===== config.mk =====
export PLATFORM = sky130hd
export DESIGN_NAME = resp_reply_stream_parser_core
export DESIGN_NICKNAME = d
export VERILOG_FILES = /design/src/design/rrsp_pkg.sv /design/src/design/rrsp_stack.sv /design/src/design/resp_reply_stream_parser_core.sv
export SDC_FILE = /design/constraint.sdc
export NUM_CORES = 2
export LEC_CHECK = 0
export ABC_CLOCK_PERIOD_IN_PS = 7200
export BUFFER_PORTS_ARGS = -buffer_cell sky130_fd_sc_hd__buf_2
export CORE_ASPECT_RATIO = 2
export CORE_MARGIN = 2
export CORE_UTILIZATION = 49
export CTS_CLUSTER_DIAMETER = 200
export DETAILED_ROUTE_END_ITERATION = 10
export GPL_ROUTABILITY_DRIVEN = 0
export MAX_ROUTING_LAYER = met4
export PLACE_DENSITY = 0.67
export SYNTH_ARGS = -nofsm -noshare
export SYNTH_HDL_FRONTEND = slang
export SYNTH_SLANG_ARGS = --single-unit

===== constraint.sdc =====
create_clock -name clk -period 7.2 [get_ports clk]
set_input_delay 0 -clock clk [delete_from_list [all_inputs] [get_ports clk]]
set_output_delay 0 -clock clk [all_outputs]
set_load 0.01 [all_outputs]

===== src/design/rrsp_pkg.sv =====
// rrsp_pkg: shared types and constants for the reply stream parser.
// Holds the parse phase enum, element kinds, fault codes and stack sizing.
// No dependencies; imported by rrsp_stack and resp_reply_stream_parser_core.
`default_nettype none

package rrsp_pkg;

  // Array nesting limit and derived widths
  localparam int MAX_DEPTH = 8;
  localparam int DEPTH_W   = $clog2(MAX_DEPTH + 1);
  localparam int IDX_W     = (MAX_DEPTH > 1) ? $clog2(MAX_DEPTH) : 1;
  localparam int COUNT_W   = 32;

  typedef enum logic [3:0] {
    PH_TYPE     = 4'd0,
    PH_LINE     = 4'd1,
    PH_LINE_LF  = 4'd2,
    PH_NUM_LEAD = 4'd3,
    PH_NUM_BODY = 4'd4,
    PH_NUM_LF   = 4'd5,
    PH_BULK     = 4'd6,
    PH_BULK_CR  = 4'd7,
    PH_BULK_LF  = 4'd8
  } phase_t;

  // Element kinds as reported on the result stream
  localparam logic [2:0] KIND_NONE   = 3'd0;
  localparam logic [2:0] KIND_STATUS = 3'd1;
  localparam logic [2:0] KIND_ERROR  = 3'd2;
  localparam logic [2:0] KIND_BULK   = 3'd3;
  localparam logic [2:0] KIND_ARRAY  = 3'd4;
  localparam logic [2:0] KIND_INT    = 3'd5;
  localparam logic [2:0] KIND_NULL   = 3'd6;

  // Fault codes
  localparam logic [1:0] FLT_NONE  = 2'd0;
  localparam logic [1:0] FLT_TYPE  = 2'd1;
  localparam logic [1:0] FLT_CRLF  = 2'd2;
  localparam logic [1:0] FLT_RANGE = 2'd3;

  // Protocol characters
  localparam logic [7:0] CH_PLUS  = 8'h2B;
  localparam logic [7:0] CH_MINUS = 8'h2D;
  localparam logic [7:0] CH_BULK  = 8'h24;
  localparam logic [7:0] CH_ARRAY = 8'h2A;
  localparam logic [7:0] CH_INT   = 8'h3A;
  localparam logic [7:0] CH_CR    = 8'h0D;
  localparam logic [7:0] CH_LF    = 8'h0A;
  localparam logic [7:0] CH_SPACE = 8'h20;
  localparam logic [7:0] CH_TAB   = 8'h09;
  localparam logic [7:0] CH_FF    = 8'h0C;
  localparam logic [7:0] CH_ZERO  = 8'h30;
  localparam logic [7:0] CH_NINE  = 8'h39;

  // Decimal saturation limits (magnitudes)
  localparam logic [63:0] POS_LIMIT = 64'h7FFF_FFFF_FFFF_FFFF;
  localparam logic [63:0] NEG_LIMIT = 64'h8000_0000_0000_0000;
  localparam logic [63:0] LIM_DIV10 = 64'd922337203685477580;
  localparam logic [3:0]  POS_REM   = 4'd7;
  localparam logic [3:0]  NEG_REM   = 4'd8;
  localparam logic [63:0] U32_MAX   = 64'h0000_0000_FFFF_FFFF;

  // Request from the parser to the count stack for one accepted word
  typedef struct packed {
    logic               en;
    logic               clear;
    logic               push;
    logic               finish;
    logic [COUNT_W-1:0] value;
  } stk_req_t;

endpackage

`default_nettype wire


===== src/design/rrsp_stack.sv =====
// rrsp_stack: stack of remaining child counts for open arrays.
// Closes every exhausted level at once when an element finishes.
// Depends on rrsp_pkg.
`default_nettype none

module rrsp_stack (
  input  wire logic                      clk,
  input  wire logic                      rst,
  input  wire rrsp_pkg::stk_req_t        req,
  output logic [rrsp_pkg::DEPTH_W-1:0]   sp_eff,
  output logic [rrsp_pkg::DEPTH_W-1:0]   sp_next
);
  import rrsp_pkg::*;

  logic [COUNT_W-1:0] counts [MAX_DEPTH];
  logic [DEPTH_W-1:0] sp;
  logic [DEPTH_W-1:0] sp_fin;
  logic [MAX_DEPTH:0] run;
  logic [MAX_DEPTH-1:0] ones;

  always_comb begin
    sp_eff = req.clear ? '0 : sp;
    for (int i = 0; i < MAX_DEPTH; i++) begin
      ones[i] = (counts[i] == COUNT_W'(1));
    end
    // run[i]: every open level from i up to the top is down to its last child
    run[MAX_DEPTH] = 1'b1;
    for (int i = MAX_DEPTH - 1; i >= 0; i--) begin
      run[i] = (DEPTH_W'(i) >= sp_eff) || (ones[i] && run[i+1]);
    end
    sp_fin = sp_eff;
    for (int i = MAX_DEPTH - 1; i >= 0; i--) begin
      if ((DEPTH_W'(i) < sp_eff) && run[i]) begin
        sp_fin = DEPTH_W'(i);
      end
    end
    if (req.push) begin
      sp_next = sp_eff + DEPTH_W'(1);
    end else if (req.finish) begin
      sp_next = sp_fin;
    end else begin
      sp_next = sp_eff;
    end
  end

  always_ff @(posedge clk) begin
    if (rst) begin
      sp <= '0;
    end else if (req.en) begin
      sp <= sp_next;
    end
  end

  // Write the pushed count, or count down the level left on top
  always_ff @(posedge clk) begin
    for (int i = 0; i < MAX_DEPTH; i++) begin
      if (req.en && req.push && (sp_eff == DEPTH_W'(i))) begin
        counts[i] <= req.value;
      end else if (req.en && req.finish && (sp_fin == DEPTH_W'(i + 1))) begin
        counts[i] <= counts[i] - COUNT_W'(1);
      end
    end
  end

endmodule

`default_nettype wire


===== src/design/resp_reply_stream_parser_core.sv =====
// resp_reply_stream_parser_core: byte-wide parser for the RESP2 reply stream.
// The result word is registered: it is valid in the cycle after its input word is accepted.
// Throughput: one word per cycle; the input stalls only while a result word waits.
// Reset: rst (synchronous, active high) clears parse state, stack pointer,
// fault and the output valid; a restart flag on a word clears all but the output valid first.
// Depends on rrsp_pkg and rrsp_stack.
`default_nettype none

module resp_reply_stream_parser_core (
  input  wire logic        clk,
  input  wire logic        rst,
  // Input stream
  input  wire logic        s_tvalid,
  output logic             s_tready,
  input  wire logic [7:0]  s_tdata,   // [7:0] data_byte
  input  wire logic        s_tuser,   // [0] restart
  // Result stream
  output logic             m_tvalid,
  input  wire logic        m_tready,
  // [7:0] payload_byte, [8] element_done, [72:9] number_value, [73] in_reply,
  // [77:74] nest_depth, [78] fault, [80:79] fault_kind, [87:81] zero
  output logic [87:0]      m_tdata,
  output logic [3:0]       m_tuser,   // [0] payload_valid, [3:1] element_kind
  output logic             m_tlast    // reply_done
);
  import rrsp_pkg::*;

  // Parse state
  phase_t       phase;
  logic [2:0]   elem_type;
  logic [63:0]  accum;
  logic         negative;
  logic         digits_ended;
  logic [31:0]  bulk_left;
  logic         fault_flag;
  logic [1:0]   fault_code;

  phase_t       phase_next;
  logic [2:0]   elem_type_next;
  logic [63:0]  accum_next;
  logic         negative_next;
  logic         digits_ended_next;
  logic [31:0]  bulk_left_next;
  logic         fault_flag_next;
  logic [1:0]   fault_code_next;

  // Result register
  logic [7:0]   res_byte;
  logic         res_payload;
  logic         res_done;
  logic [2:0]   res_kind;
  logic [63:0]  res_value;
  logic         res_reply_done;
  logic         res_in_reply;
  logic [3:0]   res_depth;
  logic         res_fault;
  logic [1:0]   res_fault_kind;

  logic         accept;
  logic [7:0]   c;
  logic         restart;

  stk_req_t           stk_req;
  logic [DEPTH_W-1:0] sp_eff;
  logic [DEPTH_W-1:0] sp_next;

  // Per-word decisions
  logic         payload;
  logic         done;
  logic [2:0]   kind;
  logic         value_from_accum;
  logic         push;
  logic         finish;
  logic         raise;
  logic [1:0]   raise_code;
  logic         is_digit;
  logic [3:0]   digit;
  logic [63:0]  digit_accum;
  logic [63:0]  signed_val;
  logic         value_neg;

  phase_t       ph_eff;
  logic [2:0]   type_eff;
  logic [63:0]  acc_eff;
  logic         neg_eff;
  logic         ended_eff;
  logic [31:0]  bulk_eff;
  logic         fault_eff;
  logic [1:0]   code_eff;

  // Output register frees up when empty or when its word is taken
  assign s_tready = !m_tvalid || m_tready;
  assign accept   = s_tvalid && s_tready;
  assign c        = s_tdata;
  assign restart  = s_tuser;

  rrsp_stack u_stack (
    .clk     (clk),
    .rst     (rst),
    .req     (stk_req),
    .sp_eff  (sp_eff),
    .sp_next (sp_next)
  );

  always_comb begin
    stk_req.en     = accept;
    stk_req.clear  = restart;
    stk_req.push   = push;
    stk_req.finish = finish;
    stk_req.value  = acc_eff[31:0];
  end

  // Restart acts as a reset applied ahead of this byte
  always_comb begin
    ph_eff    = restart ? PH_TYPE : phase;
    type_eff  = restart ? KIND_NONE : elem_type;
    acc_eff   = restart ? '0 : accum;
    neg_eff   = restart ? 1'b0 : negative;
    ended_eff = restart ? 1'b0 : digits_ended;
    bulk_eff  = restart ? '0 : bulk_left;
    fault_eff = restart ? 1'b0 : fault_flag;
    code_eff  = restart ? FLT_NONE : fault_code;
  end

  // Decimal digit accumulate with strtoll-style saturation
  always_comb begin
    logic [63:0] thresh;
    logic [63:0] lim;
    logic [3:0]  rem;
    is_digit = c inside {[CH_ZERO:CH_NINE]};
    digit    = c[3:0];
    lim      = neg_eff ? NEG_LIMIT : POS_LIMIT;
    rem      = neg_eff ? NEG_REM : POS_REM;
    thresh   = LIM_DIV10 - ((digit > rem) ? 64'd1 : 64'd0);
    if (acc_eff > thresh) begin
      digit_accum = lim;
    end else begin
      digit_accum = (acc_eff << 3) + (acc_eff << 1) + {60'd0, digit};
    end
    signed_val = neg_eff ? (64'd0 - acc_eff) : acc_eff;
    value_neg  = neg_eff && (acc_eff != 64'd0);
  end

  // Next phase; hold it on a fault, which sticks until restart or rst
  always_comb begin
    phase_next = ph_eff;
    if (!fault_eff) begin
      case (ph_eff)
        PH_TYPE: begin
          if (c == CH_PLUS || c == CH_MINUS) begin
            phase_next = PH_LINE;
          end else if (c inside {CH_BULK, CH_ARRAY, CH_INT}) begin
            phase_next = PH_NUM_LEAD;
          end
        end
        PH_LINE: begin
          if (c == CH_CR) begin
            phase_next = PH_LINE_LF;
          end
        end
        PH_LINE_LF: begin
          if (c == CH_LF) begin
            phase_next = PH_TYPE;
          end
        end
        PH_NUM_LEAD: begin
          if (c == CH_CR) begin
            phase_next = PH_NUM_LF;
          end else if (!(c inside {CH_SPACE, [CH_TAB:CH_FF]})) begin
            phase_next = PH_NUM_BODY;
          end
        end
        PH_NUM_BODY: begin
          if (c == CH_CR) begin
            phase_next = PH_NUM_LF;
          end
        end
        PH_NUM_LF: begin
          if (c == CH_LF && !raise) begin
            // a bulk header that is not null moves on to its payload, or to its CR when empty
            if (type_eff == KIND_BULK && !finish) begin
              phase_next = (acc_eff[31:0] != 32'd0) ? PH_BULK : PH_BULK_CR;
            end else begin
              phase_next = PH_TYPE;
            end
          end
        end
        PH_BULK: begin
          if (bulk_eff == 32'd1) begin
            phase_next = PH_BULK_CR;
          end
        end
        PH_BULK_CR: begin
          if (c == CH_CR) begin
            phase_next = PH_BULK_LF;
          end
        end
        PH_BULK_LF: begin
          if (c == CH_LF) begin
            phase_next = PH_TYPE;
          end
        end
        default: begin
          phase_next = PH_TYPE;
        end
      endcase
    end
  end

  // Per-word decisions and datapath next values
  always_comb begin
    elem_type_next    = type_eff;
    accum_next        = acc_eff;
    negative_next     = neg_eff;
    digits_ended_next = ended_eff;
    bulk_left_next    = bulk_eff;
    payload           = 1'b0;
    done              = 1'b0;
    kind              = KIND_NONE;
    value_from_accum  = 1'b0;
    push              = 1'b0;
    finish            = 1'b0;
    raise             = 1'b0;
    raise_code        = FLT_NONE;

    if (!fault_eff) begin
      case (ph_eff)
        PH_TYPE: begin
          if (c == CH_PLUS || c == CH_MINUS) begin
            elem_type_next = (c == CH_PLUS) ? KIND_STATUS : KIND_ERROR;
          end else if (c == CH_BULK || c == CH_ARRAY || c == CH_INT) begin
            elem_type_next    = (c == CH_BULK)  ? KIND_BULK :
                                (c == CH_ARRAY) ? KIND_ARRAY : KIND_INT;
            accum_next        = '0;
            negative_next     = 1'b0;
            digits_ended_next = 1'b0;
          end else begin
            raise      = 1'b1;
            raise_code = FLT_TYPE;
          end
        end
        PH_LINE: begin
          if (c != CH_CR) begin
            payload = 1'b1;
          end
        end
        PH_LINE_LF: begin
          if (c == CH_LF) begin
            finish = 1'b1;
            kind   = type_eff;
          end else begin
            raise      = 1'b1;
            raise_code = FLT_CRLF;
          end
        end
        PH_NUM_LEAD: begin
          if (c == CH_CR) begin
            // empty number line
          end else if (c inside {CH_SPACE, [CH_TAB:CH_FF]}) begin
            // skip leading blank
          end else begin
            if (c == CH_MINUS) begin
              negative_next = 1'b1;
            end else if (is_digit) begin
              accum_next = digit_accum;
            end else if (c != CH_PLUS) begin
              digits_ended_next = 1'b1;
            end
          end
        end
        PH_NUM_BODY: begin
          if (c == CH_CR) begin
            // line ends, wait for LF
          end else if (!ended_eff && is_digit) begin
            accum_next = digit_accum;
          end else begin
            digits_ended_next = 1'b1;
          end
        end
        PH_NUM_LF: begin
          if (c != CH_LF) begin
            raise      = 1'b1;
            raise_code = FLT_CRLF;
          end else if (type_eff == KIND_INT) begin
            finish           = 1'b1;
            kind             = KIND_INT;
            value_from_accum = 1'b1;
          end else if (value_neg) begin
            finish           = 1'b1;
            kind             = KIND_NULL;
            value_from_accum = 1'b1;
          end else if (type_eff == KIND_BULK) begin
            if (acc_eff > U32_MAX) begin
              raise      = 1'b1;
              raise_code = FLT_RANGE;
            end else begin
              bulk_left_next = acc_eff[31:0];
            end
          end else if (acc_eff == 64'd0) begin
            // empty array ends right here
            finish           = 1'b1;
            kind             = KIND_ARRAY;
            value_from_accum = 1'b1;
          end else if (acc_eff > U32_MAX || sp_eff >= DEPTH_W'(MAX_DEPTH)) begin
            raise      = 1'b1;
            raise_code = FLT_RANGE;
          end else begin
            // open the array: report it now, children follow
            push             = 1'b1;
            done             = 1'b1;
            kind             = KIND_ARRAY;
            value_from_accum = 1'b1;
          end
        end
        PH_BULK: begin
          payload        = 1'b1;
          bulk_left_next = bulk_eff - 32'd1;
        end
        PH_BULK_CR: begin
          if (c != CH_CR) begin
            raise      = 1'b1;
            raise_code = FLT_CRLF;
          end
        end
        PH_BULK_LF: begin
          if (c == CH_LF) begin
            finish           = 1'b1;
            kind             = KIND_BULK;
            value_from_accum = 1'b1;
          end else begin
            raise      = 1'b1;
            raise_code = FLT_CRLF;
          end
        end
        default: begin
          payload = 1'b0;
        end
      endcase
      if (finish) begin
        done = 1'b1;
      end
    end

    fault_flag_next = fault_eff || raise;
    fault_code_next = raise ? raise_code : code_eff;
  end

  // Parse state registers: advance on every accepted word
  always_ff @(posedge clk) begin
    if (rst) begin
      phase        <= PH_TYPE;
      elem_type    <= KIND_NONE;
      accum        <= '0;
      negative     <= 1'b0;
      digits_ended <= 1'b0;
      bulk_left    <= '0;
      fault_flag   <= 1'b0;
      fault_code   <= FLT_NONE;
    end else if (accept) begin
      phase        <= phase_next;
      elem_type    <= elem_type_next;
      accum        <= accum_next;
      negative     <= negative_next;
      digits_ended <= digits_ended_next;
      bulk_left    <= bulk_left_next;
      fault_flag   <= fault_flag_next;
      fault_code   <= fault_code_next;
    end
  end

  // Output valid: set on accept, drop once the word is taken
  always_ff @(posedge clk) begin
    if (rst) begin
      m_tvalid <= 1'b0;
    end else if (accept) begin
      m_tvalid <= 1'b1;
    end else if (m_tready) begin
      m_tvalid <= 1'b0;
    end
  end

  // Result payload; under fault only byte, depth and fault fields survive
  always_ff @(posedge clk) begin
    if (accept) begin
      res_byte  <= c;
      res_depth <= 4'(sp_next);
      if (fault_flag_next) begin
        res_payload    <= 1'b0;
        res_done       <= 1'b0;
        res_kind       <= KIND_NONE;
        res_value      <= '0;
        res_reply_done <= 1'b0;
        res_in_reply   <= 1'b0;
        res_fault      <= 1'b1;
        res_fault_kind <= fault_code_next;
      end else begin
        res_payload    <= payload;
        res_done       <= done;
        res_kind       <= kind;
        res_value      <= value_from_accum ? signed_val : 64'd0;
        res_reply_done <= finish && (sp_next == '0);
        res_in_reply   <= (phase_next != PH_TYPE) || (sp_next != '0);
        res_fault      <= 1'b0;
        res_fault_kind <= FLT_NONE;
      end
    end
  end

  assign m_tdata = {7'd0, res_fault_kind, res_fault, res_depth, res_in_reply,
                    res_value, res_done, res_byte};
  assign m_tuser = {res_kind, res_payload};
  assign m_tlast = res_reply_done;

endmodule

`default_nettype wire

==> results.sh <==
export IMPL_setup_viol=0
export IMPL_firstDrtPassIters=6
export IMPL_fp_dieH_um=366
export IMPL_num_fill_cells=6146
export IMPL_worstHoldStart="s_tdata[7]"
export IMPL_period_share=0.815
export IMPL_finalHoldViolations=0
export IMPL_dieArea_um2=67600
export IMPL_fin_skew_ns=0.0267
export IMPL_ys_types=94
export IMPL_synth_seq_cells=455
export IMPL_peakVddDrop_uv=168
export IMPL_dieWidth_um=185
export IMPL_grt_overflow=0
export IMPL_ys_flop_type="edfxtp_1"
export IMPL_reg2reg_depth=16
export IMPL_synth_warnings=0
export IMPL_pre_cts_slack_ns=1.49
export IMPL_drc=0
export IMPL_place_inst=4582
export IMPL_relSlewSlack=0.167
export IMPL_met1_length_mm=37.9
export IMPL_regToRegStartpoint="accum[4]$_SDFFE_PP0P_"
export IMPL_cts_tree="done"
export IMPL_synth_edf_count=342
export IMPL_grt_max_degree=66
export IMPL_reg2reg_slack_ns=1.40
export IMPL_cts_made_buffers=44
export IMPL_cp_endpoint="accum[63]$_SDFFE_PP0P_"
export IMPL_dp_hpwl_mm=79.2
export IMPL_avgRoutedWirePerCell_um=23.6
export IMPL_final_area_um2=35000
export IMPL_routed_wl_met2_mm=54.1
export IMPL_drtAntennaViolNets=0
export IMPL_path_cells="dlygate4sd3_1 -> buf_4 -> buf_4 -> nor2b_1 -> buf_4 -> ha_1 -> ha_1 -> nand3_1 -> nor2_1 -> o21ai_0 -> a2111oi_0 -> or3_1 -> nand2_1 -> a2111oi_0 -> buf_4 -> o21bai_1 -> o21ai_1 -> mux2i_1 -> a221oi_1"
export IMPL_htreeDepth=2
export IMPL_hold_class="input pin to flip-flop"
export IMPL_coreArea_um2=64700
export IMPL_maxCapViolCount=0
export IMPL_syn_area_um2=32000
export IMPL_drtIter0Drc=2753
export IMPL_total_power_mw=5.71
export IMPL_min_period_ns=5.87
export IMPL_row_count=132
export IMPL_cp_arrival_ns=6.30
export IMPL_min_path_cells=2
export IMPL_syn_inst=3765
export IMPL_start_util=0.495
export IMPL_routed_wl_mm=110
export IMPL_path_common_cell="buf_4"
export IMPL_slew_viol_final=0
export IMPL_r2r_end="accum[63]$_SDFFE_PP0P_"
export IMPL_root_buffer="clkbuf_16"
export IMPL_numPortBuffers=100
export IMPL_fin_cells=4674
export IMPL_ioPinCount=108
export IMPL_area_delta_synth_final_pct=9.17
export IMPL_vias=29236
export IMPL_synth_async_reset_ratio=0
export IMPL_clk_path_buf_depth=3
export IMPL_via_per_inst=6.26
export IMPL_setup_ws_ns=1.33
export IMPL_run_status="finished, final reports clean"
export IMPL_grt_use_total=0.335
export IMPL_syn_area_per_cell_um2=8.51
export IMPL_start_kind="input pin"
export IMPL_worst_ep_required_time_ns=7.63
export IMPL_worstSetupPathType="input pin to flip-flop"
export IMPL_route_met3_wl_mm=6.73
export IMPL_powerDensity_nw_per_um2=163
export IMPL_rsz0062_at_grt="false"
export IMPL_seqCellArea_um2=12500
export IMPL_fmaxAchievable_ghz=0.170
export IMPL_worst_path_largest_cell_delay_ns=1.03
export IMPL_tightest_slew_ns=1.25
export IMPL_placed_area_um2=33400
export IMPL_clk_pin_slew_worst_paths_ns=0.07
export IMPL_top_layer="met4"
export IMPL_worstSkewPairLatency_ns=0.60
export IMPL_grt_pass1_wl_mm=167
export IMPL_tns_ns=0
export IMPL_first_global_vias=28985
export IMPL_multi_input_area_um2=18300
export IMPL_critical_path_slowest_cell="nor2b_1"
export IMPL_antenna_found_initial=1
export IMPL_drive_gt1_frac=0.0842
export IMPL_worstSetupEndpointType="flip-flop"
export IMPL_ys_seq_area_frac=0.391
export IMPL_path_max_fanout=60
export IMPL_p_leak_nw=13.1
export IMPL_crit_start="s_tuser"
export IMPL_fin_nets=3934
export IMPL_cts_sinks=455
## power breakdown
part	total [mW]	internal, mW	switching [mW]
Clock	2.50	1.42	1.09
Sequential	2.85	2.82	0.0242
Combinational	0.354	0.0988	0.255
## kinds of logic (layout without fill, tap and decap cells)
family,after synthesis,after routing,share of synthesized area
xor+xnor,342,342,0.0935
other cells,1,8,0.000117
fa+ha+maj,152,152,0.0598
mux,40,40,0.0127
compound gates,992,992,0.187
flops,455,455,0.391
simple gates,1469,1469,0.216
buf+inv,314,345,0.0401
## flip-flops by register name (all words and copies together) (netlist names), 4 cells and up
signal          flops
res_byte            8
res_value          64
res_depth           4
u_stack.sp          4
bulk_left          32
u_stack.counts    256
accum              64
phase               4
## worst max-delay path, delay by kind of cell
kind	cells	cell delay, ns
AO/OA/AOI/OAI	6	1.93
adder cells (fa/ha/maj)	2	0.65
buffers and inverters	5	1.80
multiplexers	1	0.25
AND/OR/NAND/NOR	5	1.63
## synth_stat cells, drive strengths merged, types with 19 or more instances
cell	number	area [um2]
xnor2	199	1740
nand2b	19	119
or3	31	199
nand4	42	263
a21oi	224	1120
buf	53	305
o21bai	27	203
nor4	76	524
a22oi	27	203
edfxtp	342	10300
nor3	112	561
inv	71	267
clkbuf	189	709
o21ai	423	2130
nand2	540	2030
or2	25	156
or4	30	229
xor2	143	1250
nor2b	90	563
dfxtp	113	2260
mux2i	36	360
ha	150	1880
nor2	372	1400
a21o	52	390
o31ai	22	179
a211oi	25	193
nand3	55	275
a31oi	32	200
o211ai	20	150
## layout by cell type (no fill, tap or decap), types with 22 or more instances in the layout
master     count
nand2_1      539
nor2_1       370
o21ai_0      343
edfxtp_1     342
a21oi_1      223
xnor2_1      199
ha_1         150
xor2_1       143
nor3_1       112
dfxtp_1      112
buf_2         98
nor2b_1       85
buf_4         84
nor4_1        70
o21ai_1       69
inv_1         69
nand3_1       55
a21o_1        52
clkbuf_16     45
nand4_1       42
mux2i_1       36
a31oi_1       32
or3_1         30
or4_1         28
o21bai_1      27
a22oi_1       27
a211oi_1      24
or2_2         22
## timing repair
action,CTS,global route
hold endpoints to repair,44,0
setup buffers,0,0
hold buffers,12,0
resized for setup,0,0
## final cells by class
| class | count | area share |
|---|---|---|
| Inverter | 72 | 0.00780 |
| Clock inverter | 28 | 0.00934 |
| Tap cell | 871 | 0.0312 |
| Clock buffer | 51 | 0.0334 |
| Antenna cell | 1 | 0.0000715 |
| Timing Repair Buffer | 194 | 0.0355 |
| Multi-Input combinational cell | 3002 | 0.524 |
| Sequential cell | 455 | 0.358 |
## routing by layer
layer,track usage,up-vias
met2,0.562,1330
met3,0.0403,549
li1,-,13542
met5,-,-
met1,0.344,13815
met4,0.294,0
## worst min path at each step
stage                                  to  slack [ns]
5_1_grt             res_byte[7]$_DFFE_PP_        0.18
6_report            res_byte[7]$_DFFE_PP_        0.17
4_1_cts        u_stack.sp[2]$_SDFFE_PP0P_        0.16
3_5_place_dp        res_byte[6]$_DFFE_PP_        0.21
2_1_floorplan       res_byte[0]$_DFFE_PP_         0.1
3_3_place_gp        res_byte[7]$_DFFE_PP_        0.21
## per-stage QoR
stage	util	hold slack, ns
6_report	0.540	0.169
3_3_place_gp	0.515	0.207
2_1_floorplan	-	0.0989
4_1_cts	0.540	0.164
5_1_grt	0.540	0.180
3_5_place_dp	0.515	0.210
Power figures use the tool's default switching activity.
